`config.mk`:
```
export PLATFORM = sky130hd
export DESIGN_NAME = trapezoidal_motion_profile_unit_flat
export DESIGN_NICKNAME = d
export VERILOG_FILES = /design/src/design/tmprof_pkg.sv /design/src/design/tmprof_in_if.sv /design/src/design/tmprof_out_if.sv /design/src/design/tmprof_cfg_if.sv /design/src/design/trapezoidal_motion_profile_unit.sv /design/src/flat_wrapper.sv
export SDC_FILE = /design/constraint.sdc
export NUM_CORES = 2
export LEC_CHECK = 0
export ABC_AREA = 0
export BUFFER_PORTS_ARGS = -buffer_cell sky130_fd_sc_hd__buf_4
export CORE_AREA = 4 4 370 372
export CTS_CLUSTER_DIAMETER = 80
export DETAILED_ROUTE_END_ITERATION = 12
export DIE_AREA = 0 0 374 376
export GPL_TIMING_DRIVEN = 0
export PLACE_DENSITY = 0.71
export SYNTH_ARGS = -nofsm -noshare
export SYNTH_HDL_FRONTEND = slang
export SYNTH_SLANG_ARGS = --single-unit
export TNS_END_PERCENT = 5
```
`constraint.sdc`:
```
create_clock -name clk -period 28.1 [get_ports clk]
set_input_delay 2.81 -clock clk [delete_from_list [all_inputs] [get_ports clk]]
set_output_delay 2.81 -clock clk [all_outputs]
set_load 0.02 [all_outputs]
```
`src/design/tmprof_pkg.sv`:
```
`timescale 1ns / 1ps
// shared widths, codes and saturating arithmetic for the trapezoidal motion profile unit
package tmprof_pkg;

	localparam int FRAC_BITS = 16;
	localparam int VAL_W     = 31;
	localparam int POS_W     = 32;
	localparam int PHASE_W   = 2;
	localparam int IDX_W     = 2;
	localparam int PROD_W    = 2 * VAL_W;
	localparam int DIV_W     = VAL_W + FRAC_BITS;
	localparam int DIV_CNT_W = $clog2(DIV_W);

	typedef logic [VAL_W-1:0]        val_t;
	typedef logic signed [POS_W-1:0] pos_t;
	typedef logic [PHASE_W-1:0]      phase_t;
	typedef logic [IDX_W-1:0]        idx_t;
	typedef logic [PROD_W-1:0]       prod_t;
	typedef logic [DIV_W-1:0]        divq_t;
	typedef logic [DIV_CNT_W-1:0]    divcnt_t;

	localparam val_t VAL_MAX = {VAL_W{1'b1}};
	localparam val_t VAL_ONE = val_t'(1) << FRAC_BITS;

	localparam idx_t REG_MAX_VELOCITY     = 2'd0;
	localparam idx_t REG_MAX_ACCELERATION = 2'd1;
	localparam idx_t REG_TARGET_POSITION  = 2'd2;

	localparam phase_t PHASE_ACCEL  = 2'd0;
	localparam phase_t PHASE_CRUISE = 2'd1;
	localparam phase_t PHASE_DECEL  = 2'd2;

	// unsigned product scaled down by the fraction bits, clamped to the positive range
	function automatic val_t mul_scale(input prod_t p);
		prod_t s;
		s = p >> FRAC_BITS;
		if (|s[PROD_W-1:VAL_W])
			return VAL_MAX;
		return s[VAL_W-1:0];
	endfunction

	function automatic val_t add_sat_u(input val_t a, input val_t b);
		logic [VAL_W:0] s;
		s = {1'b0, a} + {1'b0, b};
		if (s[VAL_W])
			return VAL_MAX;
		return s[VAL_W-1:0];
	endfunction

	function automatic pos_t add_sat_s(input pos_t a, input pos_t b);
		logic [POS_W:0] s;
		s = {a[POS_W-1], a} + {b[POS_W-1], b};
		if (s[POS_W] != s[POS_W-1]) begin
			if (s[POS_W])
				return {1'b1, {(POS_W-1){1'b0}}};
			return {1'b0, {(POS_W-1){1'b1}}};
		end
		return pos_t'(s[POS_W-1:0]);
	endfunction

endpackage

```
`src/design/tmprof_in_if.sv`:
```
`timescale 1ns / 1ps
// time step input channel
interface tmprof_in_if;
	logic                valid;
	logic                ready;
	tmprof_pkg::val_t    time_step;

	modport source (output valid, output time_step, input ready);
	modport sink (input valid, input time_step, output ready);
endinterface

```
`src/design/tmprof_out_if.sv`:
```
`timescale 1ns / 1ps
// setpoint result channel
interface tmprof_out_if;
	logic                valid;
	logic                ready;
	tmprof_pkg::pos_t    position;
	tmprof_pkg::phase_t  phase;
	logic                done_res;

	modport source (output valid, output position, output phase, output done_res, input ready);
	modport sink (input valid, input position, input phase, input done_res, output ready);
endinterface

```
`src/design/tmprof_cfg_if.sv`:
```
`timescale 1ns / 1ps
// configuration register write channel
interface tmprof_cfg_if;
	logic                valid;
	logic                ready;
	tmprof_pkg::idx_t    index;
	tmprof_pkg::val_t    wdata;

	modport source (output valid, output index, output wdata, input ready);
	modport sink (input valid, input index, input wdata, output ready);
endinterface

```
`src/design/trapezoidal_motion_profile_unit.sv`:
```
`timescale 1ns / 1ps
// trapezoidal motion profile unit: sequencer around one shared multiplier and a radix-2 divider
// Each accepted time step yields one setpoint (position, phase, sticky done flag) and then
// advances the elapsed time by that step. The block works on one transaction at a time. The
// single 31x31 multiplier is used two to four times per item with a register stage after each
// use; while decelerating the position is worked out twice, for the current and the next time.
// The first item after reset also plans the move, which adds two 47-step restoring divisions
// (one quotient bit per cycle). A finished setpoint sits in an output register, so the next
// time step can be taken while it waits; if that register is still full when the next setpoint
// is ready, the block holds in its last step until the waiting setpoint is taken. Configuration
// writes are always accepted; the plan is kept until reset, while the per-step formulas use the
// current register values.
module trapezoidal_motion_profile_unit (
	input logic                clk,
	input logic                arst_n,
	tmprof_in_if.sink          sample,
	tmprof_out_if.source       setpoint,
	tmprof_cfg_if.sink         cfg
);

	localparam int STATE_W = 5;
	localparam logic [STATE_W-1:0] S_IDLE   = 5'd0;
	localparam logic [STATE_W-1:0] S_SEL    = 5'd1;
	localparam logic [STATE_W-1:0] S_TN     = 5'd2;
	localparam logic [STATE_W-1:0] S_SQ     = 5'd3;
	localparam logic [STATE_W-1:0] S_SQ_W   = 5'd4;
	localparam logic [STATE_W-1:0] S_AM     = 5'd5;
	localparam logic [STATE_W-1:0] S_AM_W   = 5'd6;
	localparam logic [STATE_W-1:0] S_C_AT   = 5'd7;
	localparam logic [STATE_W-1:0] S_C_AT_W = 5'd8;
	localparam logic [STATE_W-1:0] S_C_E    = 5'd9;
	localparam logic [STATE_W-1:0] S_C_E_W  = 5'd10;
	localparam logic [STATE_W-1:0] S_DONE   = 5'd11;
	localparam logic [STATE_W-1:0] S_DIV    = 5'd12;
	localparam logic [STATE_W-1:0] S_P_AT   = 5'd13;
	localparam logic [STATE_W-1:0] S_P_AT_W = 5'd14;
	localparam logic [STATE_W-1:0] S_P_SQ   = 5'd15;
	localparam logic [STATE_W-1:0] S_P_SQ_W = 5'd16;
	localparam logic [STATE_W-1:0] S_P_AM   = 5'd17;
	localparam logic [STATE_W-1:0] S_P_AM_W = 5'd18;
	localparam logic [STATE_W-1:0] S_P_CD   = 5'd19;
	localparam logic [STATE_W-1:0] S_P_CT   = 5'd20;
	localparam logic [STATE_W-1:0] S_P_CT_W = 5'd21;

	logic [STATE_W-1:0] state_q;
	logic [STATE_W-1:0] ret_q;

	// configuration
	tmprof_pkg::val_t vmax_q;
	tmprof_pkg::val_t amax_q;
	tmprof_pkg::val_t target_q;

	// profile state
	tmprof_pkg::val_t elapsed_q;
	tmprof_pkg::val_t accel_time_q;
	tmprof_pkg::val_t accel_dist_q;
	tmprof_pkg::val_t cruise_dist_q;
	tmprof_pkg::val_t cruise_time_q;
	logic             plan_ready_q;
	logic             finished_q;

	// working registers
	tmprof_pkg::val_t   step_q;
	tmprof_pkg::val_t   e_next_q;
	tmprof_pkg::val_t   total_q;
	tmprof_pkg::val_t   tn_q;
	tmprof_pkg::pos_t   tmp_q;
	tmprof_pkg::pos_t   pos_q;
	tmprof_pkg::phase_t phase_q;
	logic               ahead_q;

	// shared multiplier
	tmprof_pkg::val_t  mul_a;
	tmprof_pkg::val_t  mul_b;
	tmprof_pkg::prod_t prod_q;
	tmprof_pkg::val_t  mres;
	tmprof_pkg::val_t  half_res;
	tmprof_pkg::pos_t  decel_pos;

	// divider
	tmprof_pkg::divq_t   dq_q;
	tmprof_pkg::val_t    rem_q;
	tmprof_pkg::val_t    den_q;
	tmprof_pkg::divcnt_t cnt_q;
	logic                num_zero_q;
	logic                den_zero_q;
	logic [tmprof_pkg::VAL_W:0] div_sh;
	logic                div_ge;
	tmprof_pkg::val_t    div_res;

	// combinational helpers
	logic [tmprof_pkg::VAL_W+1:0] total_sum;
	tmprof_pkg::val_t  total_c;
	logic [tmprof_pkg::VAL_W:0] cruise_end;
	tmprof_pkg::val_t  tn_src;
	tmprof_pkg::pos_t  tn_diff;
	tmprof_pkg::val_t  tn_abs;
	tmprof_pkg::pos_t  cd_diff;
	tmprof_pkg::val_t  cd_c;

	// output register
	logic               out_valid_q;
	tmprof_pkg::pos_t   out_pos_q;
	tmprof_pkg::phase_t out_phase_q;
	logic               out_done_q;
	logic               out_load;

	assign sample.ready      = (state_q == S_IDLE);
	assign cfg.ready         = 1'b1;
	assign setpoint.valid    = out_valid_q;
	assign setpoint.position = out_pos_q;
	assign setpoint.phase    = out_phase_q;
	assign setpoint.done_res = out_done_q;

	assign out_load = (state_q == S_DONE) && (!out_valid_q || setpoint.ready);

	always_comb begin
		case (state_q)
			S_P_SQ: begin
				mul_a = accel_time_q;
				mul_b = accel_time_q;
			end
			S_P_AM, S_AM: begin
				mul_a = amax_q;
				mul_b = tmp_q[tmprof_pkg::VAL_W-1:0];
			end
			S_SQ: begin
				mul_a = tn_q;
				mul_b = tn_q;
			end
			S_C_AT: begin
				mul_a = vmax_q;
				mul_b = accel_time_q;
			end
			S_C_E: begin
				mul_a = vmax_q;
				mul_b = elapsed_q;
			end
			default: begin
				mul_a = '0;
				mul_b = '0;
			end
		endcase
	end

	assign mres      = tmprof_pkg::mul_scale(prod_q);
	assign half_res  = mres >> 1;
	assign decel_pos = tmprof_pkg::pos_t'({1'b0, target_q}) - tmprof_pkg::pos_t'({1'b0, half_res});

	assign div_sh  = {rem_q, dq_q[tmprof_pkg::DIV_W-1]};
	assign div_ge  = div_sh >= {1'b0, den_q};
	assign div_res = num_zero_q ? '0 :
		den_zero_q ? tmprof_pkg::VAL_MAX :
		(|dq_q[tmprof_pkg::DIV_W-1:tmprof_pkg::VAL_W]) ? tmprof_pkg::VAL_MAX :
		dq_q[tmprof_pkg::VAL_W-1:0];

	assign total_sum  = {2'b00, accel_time_q} + {2'b00, accel_time_q} + {2'b00, cruise_time_q};
	assign total_c    = (|total_sum[tmprof_pkg::VAL_W+1:tmprof_pkg::VAL_W]) ?
		tmprof_pkg::VAL_MAX : total_sum[tmprof_pkg::VAL_W-1:0];
	assign cruise_end = {1'b0, accel_time_q} + {1'b0, cruise_time_q};

	assign tn_src  = ahead_q ? e_next_q : elapsed_q;
	assign tn_diff = tmprof_pkg::pos_t'({1'b0, tn_src}) - tmprof_pkg::pos_t'({1'b0, total_q});
	assign tn_abs  = tn_diff[tmprof_pkg::POS_W-1] ?
		tmprof_pkg::val_t'(-tn_diff) : tn_diff[tmprof_pkg::VAL_W-1:0];

	assign cd_diff = tmprof_pkg::pos_t'({1'b0, target_q}) - tmprof_pkg::pos_t'({accel_dist_q, 1'b0});
	assign cd_c    = cd_diff[tmprof_pkg::POS_W-1] ? '0 : cd_diff[tmprof_pkg::VAL_W-1:0];

	// control and profile state
	always_ff @(posedge clk or negedge arst_n) begin
		if (!arst_n) begin
			state_q       <= S_IDLE;
			ret_q         <= S_IDLE;
			vmax_q        <= tmprof_pkg::VAL_ONE;
			amax_q        <= tmprof_pkg::VAL_ONE;
			target_q      <= '0;
			elapsed_q     <= '0;
			accel_time_q  <= '0;
			accel_dist_q  <= '0;
			cruise_dist_q <= '0;
			cruise_time_q <= '0;
			plan_ready_q  <= 1'b0;
			finished_q    <= 1'b0;
			ahead_q       <= 1'b0;
			out_valid_q   <= 1'b0;
		end else begin
			if (cfg.valid) begin
				case (cfg.index)
					tmprof_pkg::REG_MAX_VELOCITY:     vmax_q   <= cfg.wdata;
					tmprof_pkg::REG_MAX_ACCELERATION: amax_q   <= cfg.wdata;
					tmprof_pkg::REG_TARGET_POSITION:  target_q <= cfg.wdata;
					default: ;
				endcase
			end

			if (out_load)
				out_valid_q <= 1'b1;
			else if (setpoint.ready)
				out_valid_q <= 1'b0;

			case (state_q)
				S_IDLE: begin
					if (sample.valid)
						state_q <= plan_ready_q ? S_SEL : S_P_AT;
				end
				S_P_AT: begin
					ret_q   <= S_P_AT_W;
					state_q <= S_DIV;
				end
				S_DIV: begin
					if (cnt_q == '0)
						state_q <= ret_q;
				end
				S_P_AT_W: begin
					accel_time_q <= div_res;
					state_q      <= S_P_SQ;
				end
				S_P_SQ:   state_q <= S_P_SQ_W;
				S_P_SQ_W: state_q <= S_P_AM;
				S_P_AM:   state_q <= S_P_AM_W;
				S_P_AM_W: begin
					accel_dist_q <= half_res;
					state_q      <= S_P_CD;
				end
				S_P_CD: begin
					cruise_dist_q <= cd_c;
					state_q       <= S_P_CT;
				end
				S_P_CT: begin
					ret_q   <= S_P_CT_W;
					state_q <= S_DIV;
				end
				S_P_CT_W: begin
					cruise_time_q <= div_res;
					plan_ready_q  <= 1'b1;
					state_q       <= S_SEL;
				end
				S_SEL: begin
					ahead_q <= 1'b0;
					if (elapsed_q < accel_time_q)
						state_q <= S_SQ;
					else if ({1'b0, elapsed_q} <= cruise_end)
						state_q <= S_C_AT;
					else
						state_q <= S_TN;
				end
				S_TN:     state_q <= S_SQ;
				S_SQ:     state_q <= S_SQ_W;
				S_SQ_W:   state_q <= S_AM;
				S_AM:     state_q <= S_AM_W;
				S_AM_W: begin
					if (phase_q == tmprof_pkg::PHASE_ACCEL) begin
						state_q <= S_DONE;
					end else if (!ahead_q) begin
						ahead_q <= 1'b1;
						state_q <= S_TN;
					end else begin
						if (decel_pos < pos_q)
							finished_q <= 1'b1;
						state_q <= S_DONE;
					end
				end
				S_C_AT:   state_q <= S_C_AT_W;
				S_C_AT_W: state_q <= S_C_E;
				S_C_E:    state_q <= S_C_E_W;
				S_C_E_W:  state_q <= S_DONE;
				S_DONE: begin
					if (out_load) begin
						elapsed_q <= e_next_q;
						state_q   <= S_IDLE;
					end
				end
				default: state_q <= S_IDLE;
			endcase
		end
	end

	// datapath registers
	always_ff @(posedge clk) begin
		prod_q <= mul_a * mul_b;

		if (state_q == S_IDLE && sample.valid)
			step_q <= sample.time_step;

		case (state_q)
			S_P_AT: begin
				dq_q       <= {vmax_q, {tmprof_pkg::FRAC_BITS{1'b0}}};
				rem_q      <= '0;
				den_q      <= amax_q;
				cnt_q      <= tmprof_pkg::divcnt_t'(tmprof_pkg::DIV_W - 1);
				num_zero_q <= (vmax_q == '0);
				den_zero_q <= (amax_q == '0);
			end
			S_P_CT: begin
				dq_q       <= {cruise_dist_q, {tmprof_pkg::FRAC_BITS{1'b0}}};
				rem_q      <= '0;
				den_q      <= vmax_q;
				cnt_q      <= tmprof_pkg::divcnt_t'(tmprof_pkg::DIV_W - 1);
				num_zero_q <= (cruise_dist_q == '0);
				den_zero_q <= (vmax_q == '0);
			end
			S_DIV: begin
				dq_q  <= {dq_q[tmprof_pkg::DIV_W-2:0], div_ge};
				rem_q <= div_ge ? tmprof_pkg::val_t'(div_sh - {1'b0, den_q}) :
					div_sh[tmprof_pkg::VAL_W-1:0];
				cnt_q <= cnt_q - 1'b1;
			end
			S_P_SQ_W, S_SQ_W: tmp_q <= tmprof_pkg::pos_t'({1'b0, mres});
			S_SEL: begin
				e_next_q <= tmprof_pkg::add_sat_u(elapsed_q, step_q);
				total_q  <= total_c;
				tn_q     <= elapsed_q;
				if (elapsed_q < accel_time_q)
					phase_q <= tmprof_pkg::PHASE_ACCEL;
				else if ({1'b0, elapsed_q} <= cruise_end)
					phase_q <= tmprof_pkg::PHASE_CRUISE;
				else
					phase_q <= tmprof_pkg::PHASE_DECEL;
			end
			S_TN: tn_q <= tn_abs;
			S_AM_W: begin
				if (phase_q == tmprof_pkg::PHASE_ACCEL)
					pos_q <= tmprof_pkg::pos_t'({1'b0, half_res});
				else if (!ahead_q)
					pos_q <= decel_pos;
			end
			S_C_AT_W: tmp_q <= tmprof_pkg::pos_t'({1'b0, accel_dist_q})
				- tmprof_pkg::pos_t'({1'b0, mres});
			S_C_E_W: pos_q <= tmprof_pkg::add_sat_s(tmprof_pkg::pos_t'({1'b0, mres}), tmp_q);
			default: ;
		endcase

		if (out_load) begin
			out_pos_q   <= pos_q;
			out_phase_q <= phase_q;
			out_done_q  <= finished_q;
		end
	end

	a_plan_sticky: assert property (@(posedge clk) disable iff (!arst_n)
		plan_ready_q |=> plan_ready_q)
		else $error("plan ready flag dropped");

	a_finished_sticky: assert property (@(posedge clk) disable iff (!arst_n)
		finished_q |=> finished_q)
		else $error("done flag dropped");

	a_plan_on_first: assert property (@(posedge clk) disable iff (!arst_n)
		(sample.valid && sample.ready && !plan_ready_q) |=> (state_q == S_P_AT))
		else $error("first transaction skipped planning");

	a_done_planned: assert property (@(posedge clk) disable iff (!arst_n)
		(state_q == S_DONE) |-> plan_ready_q)
		else $error("result produced without a plan");

	a_done_decel: assert property (@(posedge clk) disable iff (!arst_n)
		(setpoint.valid && setpoint.done_res && !finished_q) |-> 1'b0)
		else $error("done shown before the flag was set");

endmodule
```
`src/flat_wrapper.sv`:
```
// flat-port wrapper written by rule: the top's interface ports become plain ports
module trapezoidal_motion_profile_unit_flat 
  (clk, arst_n, sample_valid, sample_time_step, sample_ready, setpoint_valid, setpoint_position, setpoint_phase, setpoint_done_res, setpoint_ready, cfg_valid, cfg_index, cfg_wdata, cfg_ready);
  tmprof_in_if sample_i ();
  tmprof_out_if setpoint_i ();
  tmprof_cfg_if cfg_i ();
  input logic clk;
  input logic arst_n;
  input wire logic [$bits(sample_i.valid)-1:0] sample_valid;
  input wire logic [$bits(sample_i.time_step)-1:0] sample_time_step;
  output wire logic [$bits(sample_i.ready)-1:0] sample_ready;
  output wire logic [$bits(setpoint_i.valid)-1:0] setpoint_valid;
  output wire logic [$bits(setpoint_i.position)-1:0] setpoint_position;
  output wire logic [$bits(setpoint_i.phase)-1:0] setpoint_phase;
  output wire logic [$bits(setpoint_i.done_res)-1:0] setpoint_done_res;
  input wire logic [$bits(setpoint_i.ready)-1:0] setpoint_ready;
  input wire logic [$bits(cfg_i.valid)-1:0] cfg_valid;
  input wire logic [$bits(cfg_i.index)-1:0] cfg_index;
  input wire logic [$bits(cfg_i.wdata)-1:0] cfg_wdata;
  output wire logic [$bits(cfg_i.ready)-1:0] cfg_ready;
  assign sample_i.valid = sample_valid;
  assign sample_i.time_step = sample_time_step;
  assign sample_ready = sample_i.ready;
  assign setpoint_valid = setpoint_i.valid;
  assign setpoint_position = setpoint_i.position;
  assign setpoint_phase = setpoint_i.phase;
  assign setpoint_done_res = setpoint_i.done_res;
  assign setpoint_i.ready = setpoint_ready;
  assign cfg_i.valid = cfg_valid;
  assign cfg_i.index = cfg_index;
  assign cfg_i.wdata = cfg_wdata;
  assign cfg_ready = cfg_i.ready;
  trapezoidal_motion_profile_unit u_core (.clk(clk), .arst_n(arst_n), .sample(sample_i), .setpoint(setpoint_i), .cfg(cfg_i));
endmodule
```
## Yosys cells after proc, flatten, opt, wreduce, memory -nomap -nowiden

Index checks and enable logic that the tools add are counted.

- Flip-flop bits (word level): 665
- Bits of input ports: 69
- Output and inout bits: 38
- Logic and storage cells: 164

- Add/sub/neg operators: 12
- Multipliers: 1
- Magnitude comparators: 4
- Equality and inequality tests: 29
- Multiplexer cells: 51
- Bitwise logic cells: 1
- Reductions and logical operators: 35

Operator list:

| kind | number |
|---|---|
| $mux 31 | 11 |
| $pmux 31 s4 | 2 |
| $mux 32 | 6 |
| $pmux 31 s2 | 3 |
| $pmux 47 s3 | 1 |
| $pmux 32 s2 | 2 |
| $pmux 5 s21 | 1 |
| $add 31x31->32 | 3 |
| $logic_not 31->1 | 3 |
| $sub 31x31->32 | 2 |
| $mul 31x31->62 | 1 |
| $eq 5x4->1 const B | 8 |
| $add 32x32->33 | 1 |
| $add 33x31->33 | 1 |
| $ge 32x31->1 | 1 |
| $le 31x32->1 | 1 |
| $lt 32x32->1 | 1 |
| $sub 30x31->32 | 1 |
| $sub 31x30->32 | 1 |
| $lt 31x31->1 | 1 |
| $neg 31->31 | 1 |
| $sub 31x31->31 | 1 |
| $eq 5x5->1 const B | 6 |
| $mux 5 | 5 |
| other kinds (32) | 69 |

## Longest topological paths before layout

- Depth in word-level cells: 11
- Gate-level depth with buffers: 37
- Mapped depth without buffers: 31

## Worst setup path before layout

OpenSTA, ideal clock, no wires.

- Path type: register to register
- Start: register u_core.state_q[1]
- End: register u_core.prod_q[53]
- Setup time: 120 ps
- Arrival: 8987 ps
- Required time: 27980 ps
- Slack: 18993 ps
- Stages on the path, launching flop included: 33
- Path buffers: 7
- Clock period less this slack: 9107 ps
- Path through: dfrtp_1 -> clkbuf_1 -> clkbuf_1 -> and3_1 -> clkbuf_1 -> buf_1 -> clkbuf_1 -> a22oi_1 -> nand2_1 -> clkbuf_1 -> nand2_1 -> fa_1 -> inv_1 -> fa_1 -> fa_1 -> fa_1 -> fa_1 -> fa_1 -> fa_1 -> ha_1 -> ha_1 -> clkbuf_1 -> a21o_1 -> a21o_1 -> a21o_1 -> a21o_1 -> a21oi_1 -> o21ai_0 -> or4_1 -> o21ai_1 -> o21ai_0 -> a31o_2 -> xor2_1

- Word-level cells in the longest chain between the ends: 4
- Elaborated cells between the ends (all ways): 12

Ends and longest elaborated chain:

| element | RTL line | text |
|---|---|---|
| start: declaration | trapezoidal_motion_profile_unit.sv:45 | `logic [STATE_W-1:0] state_q;` |
| start signal: assignment | trapezoidal_motion_profile_unit.sv:205 | `state_q <= plan_ready_q ? S_SEL : S_P_AT;` |
| start signal: assignment | trapezoidal_motion_profile_unit.sv:213 | `state_q <= ret_q;` |
| $eq 5x3->1 (tied with other cells) | trapezoidal_motion_profile_unit.sv:118 | `case (state_q)` |
| $reduce_or 2->1, on equally long branches | n/a |  |
| $pmux 31 s4 | trapezoidal_motion_profile_unit.sv:118 |  |
| $mul 31x31->62 (*) | trapezoidal_motion_profile_unit.sv:281 | `prod_q <= mul_a * mul_b;` |
| end signal: assignment | trapezoidal_motion_profile_unit.sv:281 |  |
| end: declaration | trapezoidal_motion_profile_unit.sv:75 | `tmprof_pkg::prod_t prod_q;` |

Mark *: on every way between the ends. The rest lies on a longest branch, timed or not.
A chain may end at the register's enable or synchronous reset.

## Worst setup path after layout

- Start: register u_core.state_q[0]
- End: register u_core.prod_q[58]

The elaborated chain is that of the path after synthesis.

==> results by stage <==
Floorplanning:
- From bottom edge to top edge, the die measures 376 um.
- The number of I/O pins is 107.
- The floorplan has 134 rows.
- The core footprint is 0.1333 mm^2.
- The area of the die is 0.1406 mm^2.
- The x dimension of the die is 374 um.
- The initial utilization of the core area, before any placement, comes to 54.68%.

Synth:
- The net count of the mapped netlist is 9,451.
- The synthesized design spends more area on one cell type than any other, namely fa_1.
- After synthesis the netlist holds a flip-flop and latch count of 647.
- Synthesis produced a netlist whose cell count is 7,915.
- After synthesis, the share of flip-flops with an asynchronous set or reset is 40.03%.
- The cell area that synthesis handed to floorplanning was 0.07289 mm^2.
- The total of warnings raised by yosys is 0.
- The synthesized design contains 342 enable-type register cells.
- After synthesis, the netlist uses 94 different library cells.
- The synthesized design devotes to its leading area cell type 23.21% of total area.
- Summing the sequential cell areas from Yosys gives 24.25% of the chip area.
- A synthesized cell averages 9.209 um^2.
- For this run, the leading register cell type out of synthesis is edfxtp_1.
- Yosys attributes the largest share of cell area to fa_1, edfxtp_1, ha_1.

Global routing:
- Across every metal layer, demand over resource in global routing totals 39.59%.
- The number of global-route vias before repair is 61,230.
- The final global-route overflow total is 0.
- The initial antenna violation count is 23.
- The largest net degree at the start of global routing is 126.
- The first-pass GRT wire length is 408,200 um.

STA:
- The count of final max-slew check failures came to 10.
- Headroom to the max-slew limit came out at -3.757%.
- The clock arrives with 0.09021 ns of skew.
- The slew at the pin closest to its max-slew limit is 1.556 ns.
- Setup violations remaining at the end of the flow were counted as 0.
- The worst path needs 13.50 ns of the cycle, external delays included.
- The final total negative setup slack is 0 ns.
- For this run, the top clock speed supported by timing is 74.09 MHz.
- Setup repair after global routing left no endpoint under its margin.
- The final critical path takes up 48.03% of the cycle.
- The number of endpoints with negative hold slack in the final report is 0.

Setup path:
- The critical path's most frequent cell is fa_1.
- For this design, the slowest cell found on the critical path is clkbuf_1.
- Data arrives at the worst endpoint at 14.04 ns.
- The category of the worst setup path capture point is a flop.
- The largest stage delay on the critical path is 1.05 ns.
- The endpoint of the most critical register-to-register path is u_core.prod_q[58].
- In this run the critical register-to-register path is launched from u_core.state_q[0].
- The worst setup path is launched from a flop.
- At the worst endpoint, the required time is 28.64 ns.
- The worst register-to-register path has a setup slack of 14.60 ns.
- The critical path is of the flop to flop type.
- The cell count of the worst reg-to-reg path is 30.
- The top fanout value on the critical path is 10.

Worst hold path:
- The path class of the tightest hold or removal check is flop to flop.
- For hold timing, the worst endpoint is u_core.setpoint.done_res.
- The critical hold path startpoint is u_core.finished_q.
- The worst hold path passes through 0 cells.

Clock tree:
- The clock reaches the later pin of the worst-skew pair after 0.75 ns.
- The count of hold buffers inserted by post-cts repair is 0.
- Clock tree synthesis found a total of 647 sinks.
- The CTS clock-pin slew for the worst setup and hold paths is 0.06 ns.
- Counting along the longest clock path gives a buffer depth of 3.
- The maximum level of the CTS H-tree is 3.
- The root buffer cell is clkbuf_16.
- The buffer count from post-CTS setup fixing is 0.
- The number of instances resized during post-cts repair is 0.
- TritonCTS built the clock tree.
- TritonCTS created 78 clock buffers.

Route:
- The DRC violation total after the first TritonRoute iteration is 7,426.
- For this block, the routed nets add up to 279,700 um of wire.
- The routed via count is 62,290.
- The iteration count of the initial detailed-routing pass is 6.
- The average via count per standard cell is 6.246.
- Dividing the detail-routed wire length by the instance count gives 28.05 um.
- The detail route stage leaves a number of antenna-violating nets equal to 0.
- The remaining routing DRC violations is 0.

Finish:
- The most frequent standard cell in the layout excluding fill and tap cells is inv_1.
- The final layout contains 9,667 nets.
- The synthesis-to-layout area growth is 8.593%.
- The fraction of final layout cells sized beyond drive strength 1 is 6.124%.
- In the layout the commonest cells are inv_1, nand2_1, fa_1, nor2_1, ha_1.
- The filler cells instantiated in the layout total 11,720.

Placement:
- Summed over all nets, the half-perimeter wirelength after detailed placement is 231,300 um.
- The congestion estimate from routability-driven global placement came to 1.091.
- In this run the tool buffered the top-level ports with 105 buffer cells.

Status:
- The flow ran to the end, but the final reports show violations.
- The final reports fail on slew limit.

Flow run:
- The reported max-cap violation count is 0.
-- cells in the mapped netlist, types with 35 or more instances --
master	instances
a21o_1	213
a21oi_1	367
o21a_1	53
a221o_1	36
nor2_1	723
clkbuf_1	304
dfrtp_1	257
xnor2_1	181
o21ai_0	324
nor2b_1	52
a22o_1	63
nand2b_1	58
edfxtp_1	342
inv_1	1097
nand2_1	1039
mux2_2	153
a221oi_1	46
o21bai_1	64
a211oi_1	39
fa_1	845
nand4_1	60
and2_1	62
a22oi_1	88
nor3_1	64
dfxtp_1	46
nor4_1	43
ha_1	622
or3_1	35
xor2_1	116
nand3_1	69
-- metrics by stage --
stage / hold WS (ns) / util [%] / setup slack [ns] / instance area [um^2] / instances
2_1_floorplan: 0.4147 / - / 18.99 / 72890 / 7915
3_3_place_gp: 0.4359 / 56.93 / 15.05 / 75890 / 9788
3_5_place_dp: 0.4339 / 57.32 / 15.31 / 76400 / 9818
4_1_cts: 0.4467 / 59.35 / 15.15 / 79110 / 9964
5_1_grt: 0.4552 / 59.37 / 14.51 / 79130 / 9965
6_report: 0.4486 / 59.38 / 14.60 / 79150 / 9972
-- final cells by class --
type / count / area, um^2 / area share, %
multi-input combinational: 5831 / 49940 / 63.09
sequential: 647 / 17670 / 22.33
inverter: 1097 / 4120 / 5.205
tap: 1768 / 2212 / 2.795
clock buffer: 104 / 2182 / 2.757
buffer: 340 / 1289 / 1.628
timing repair buffer: 136 / 1194 / 1.508
clock inverter: 42 / 525.5 / 0.6639
antenna: 7 / 17.52 / 0.02213
-- worst max-delay path by stage --
stage	from	cells past startpoint	endpoint	slack (ns)
floorplan	u_core.state_q[1]	32	u_core.prod_q[53]	18.99
global placement	u_core.state_q[0]	30	u_core.prod_q[58]	15.05
detailed placement	u_core.state_q[0]	32	u_core.prod_q[58]	15.31
CTS	u_core.state_q[0]	30	u_core.prod_q[58]	15.15
global route	u_core.state_q[0]	32	u_core.prod_q[58]	14.51
finish	u_core.state_q[0]	30	u_core.prod_q[58]	14.60
-- per-layer routing --
metal,up-vias,routed length [um],part of all wire (%),GRT usage [%]
met3,822,36000,13,12.66
met5,-,200,0.071,0
li1,26890,-,-,-
met2,3757,116500,42,57.76
met4,28,18660,6.7,21.00
met1,30790,108400,39,52.74
-- registers in the layout (all words and copies together), names as in the netlist, 30 cells and up --
| name | flops |
|---|---|
| u_core.tmp_q | 32 |
| u_core.elapsed_q | 31 |
| u_core.accel_dist_q | 30 |
| u_core.den_q | 31 |
| u_core.rem_q | 31 |
| u_core.amax_q | 31 |
| u_core.vmax_q | 31 |
| u_core.prod_q | 46 |
| u_core.dq_q | 47 |
| u_core.step_q | 31 |
| u_core.setpoint.position | 32 |
| u_core.e_next_q | 31 |
| u_core.accel_time_q | 31 |
| u_core.cruise_time_q | 31 |
| u_core.pos_q | 32 |
| u_core.tn_q | 31 |
| u_core.total_q | 31 |
| u_core.target_q | 31 |
| u_core.cruise_dist_q | 31 |
-- critical path: cells and delay by family, from the launching register on --
family	cells	cell delay, ns
AOI/OAI and AO/OA	7	3.22
xor gates and xnor gates	1	0.14
adders and majority gates	9	4.74
buffers and inverters	7	2.55
DFF	1	0.48
and+or+nand+nor	6	2.16
-- cells by family after synthesis --
logic type / synth area share, %
simple gates: 14.23
buf+inv: 7.416
mux: 2.803
fa+ha+maj: 33.89
compound gates: 13.84
xor+xnor: 3.569
other cells: 0.005145
flops: 24.25
Power is left out: the tool's default activity adds up to more than one toggle a clock period on the data nets, which glitch-free logic cannot reach.
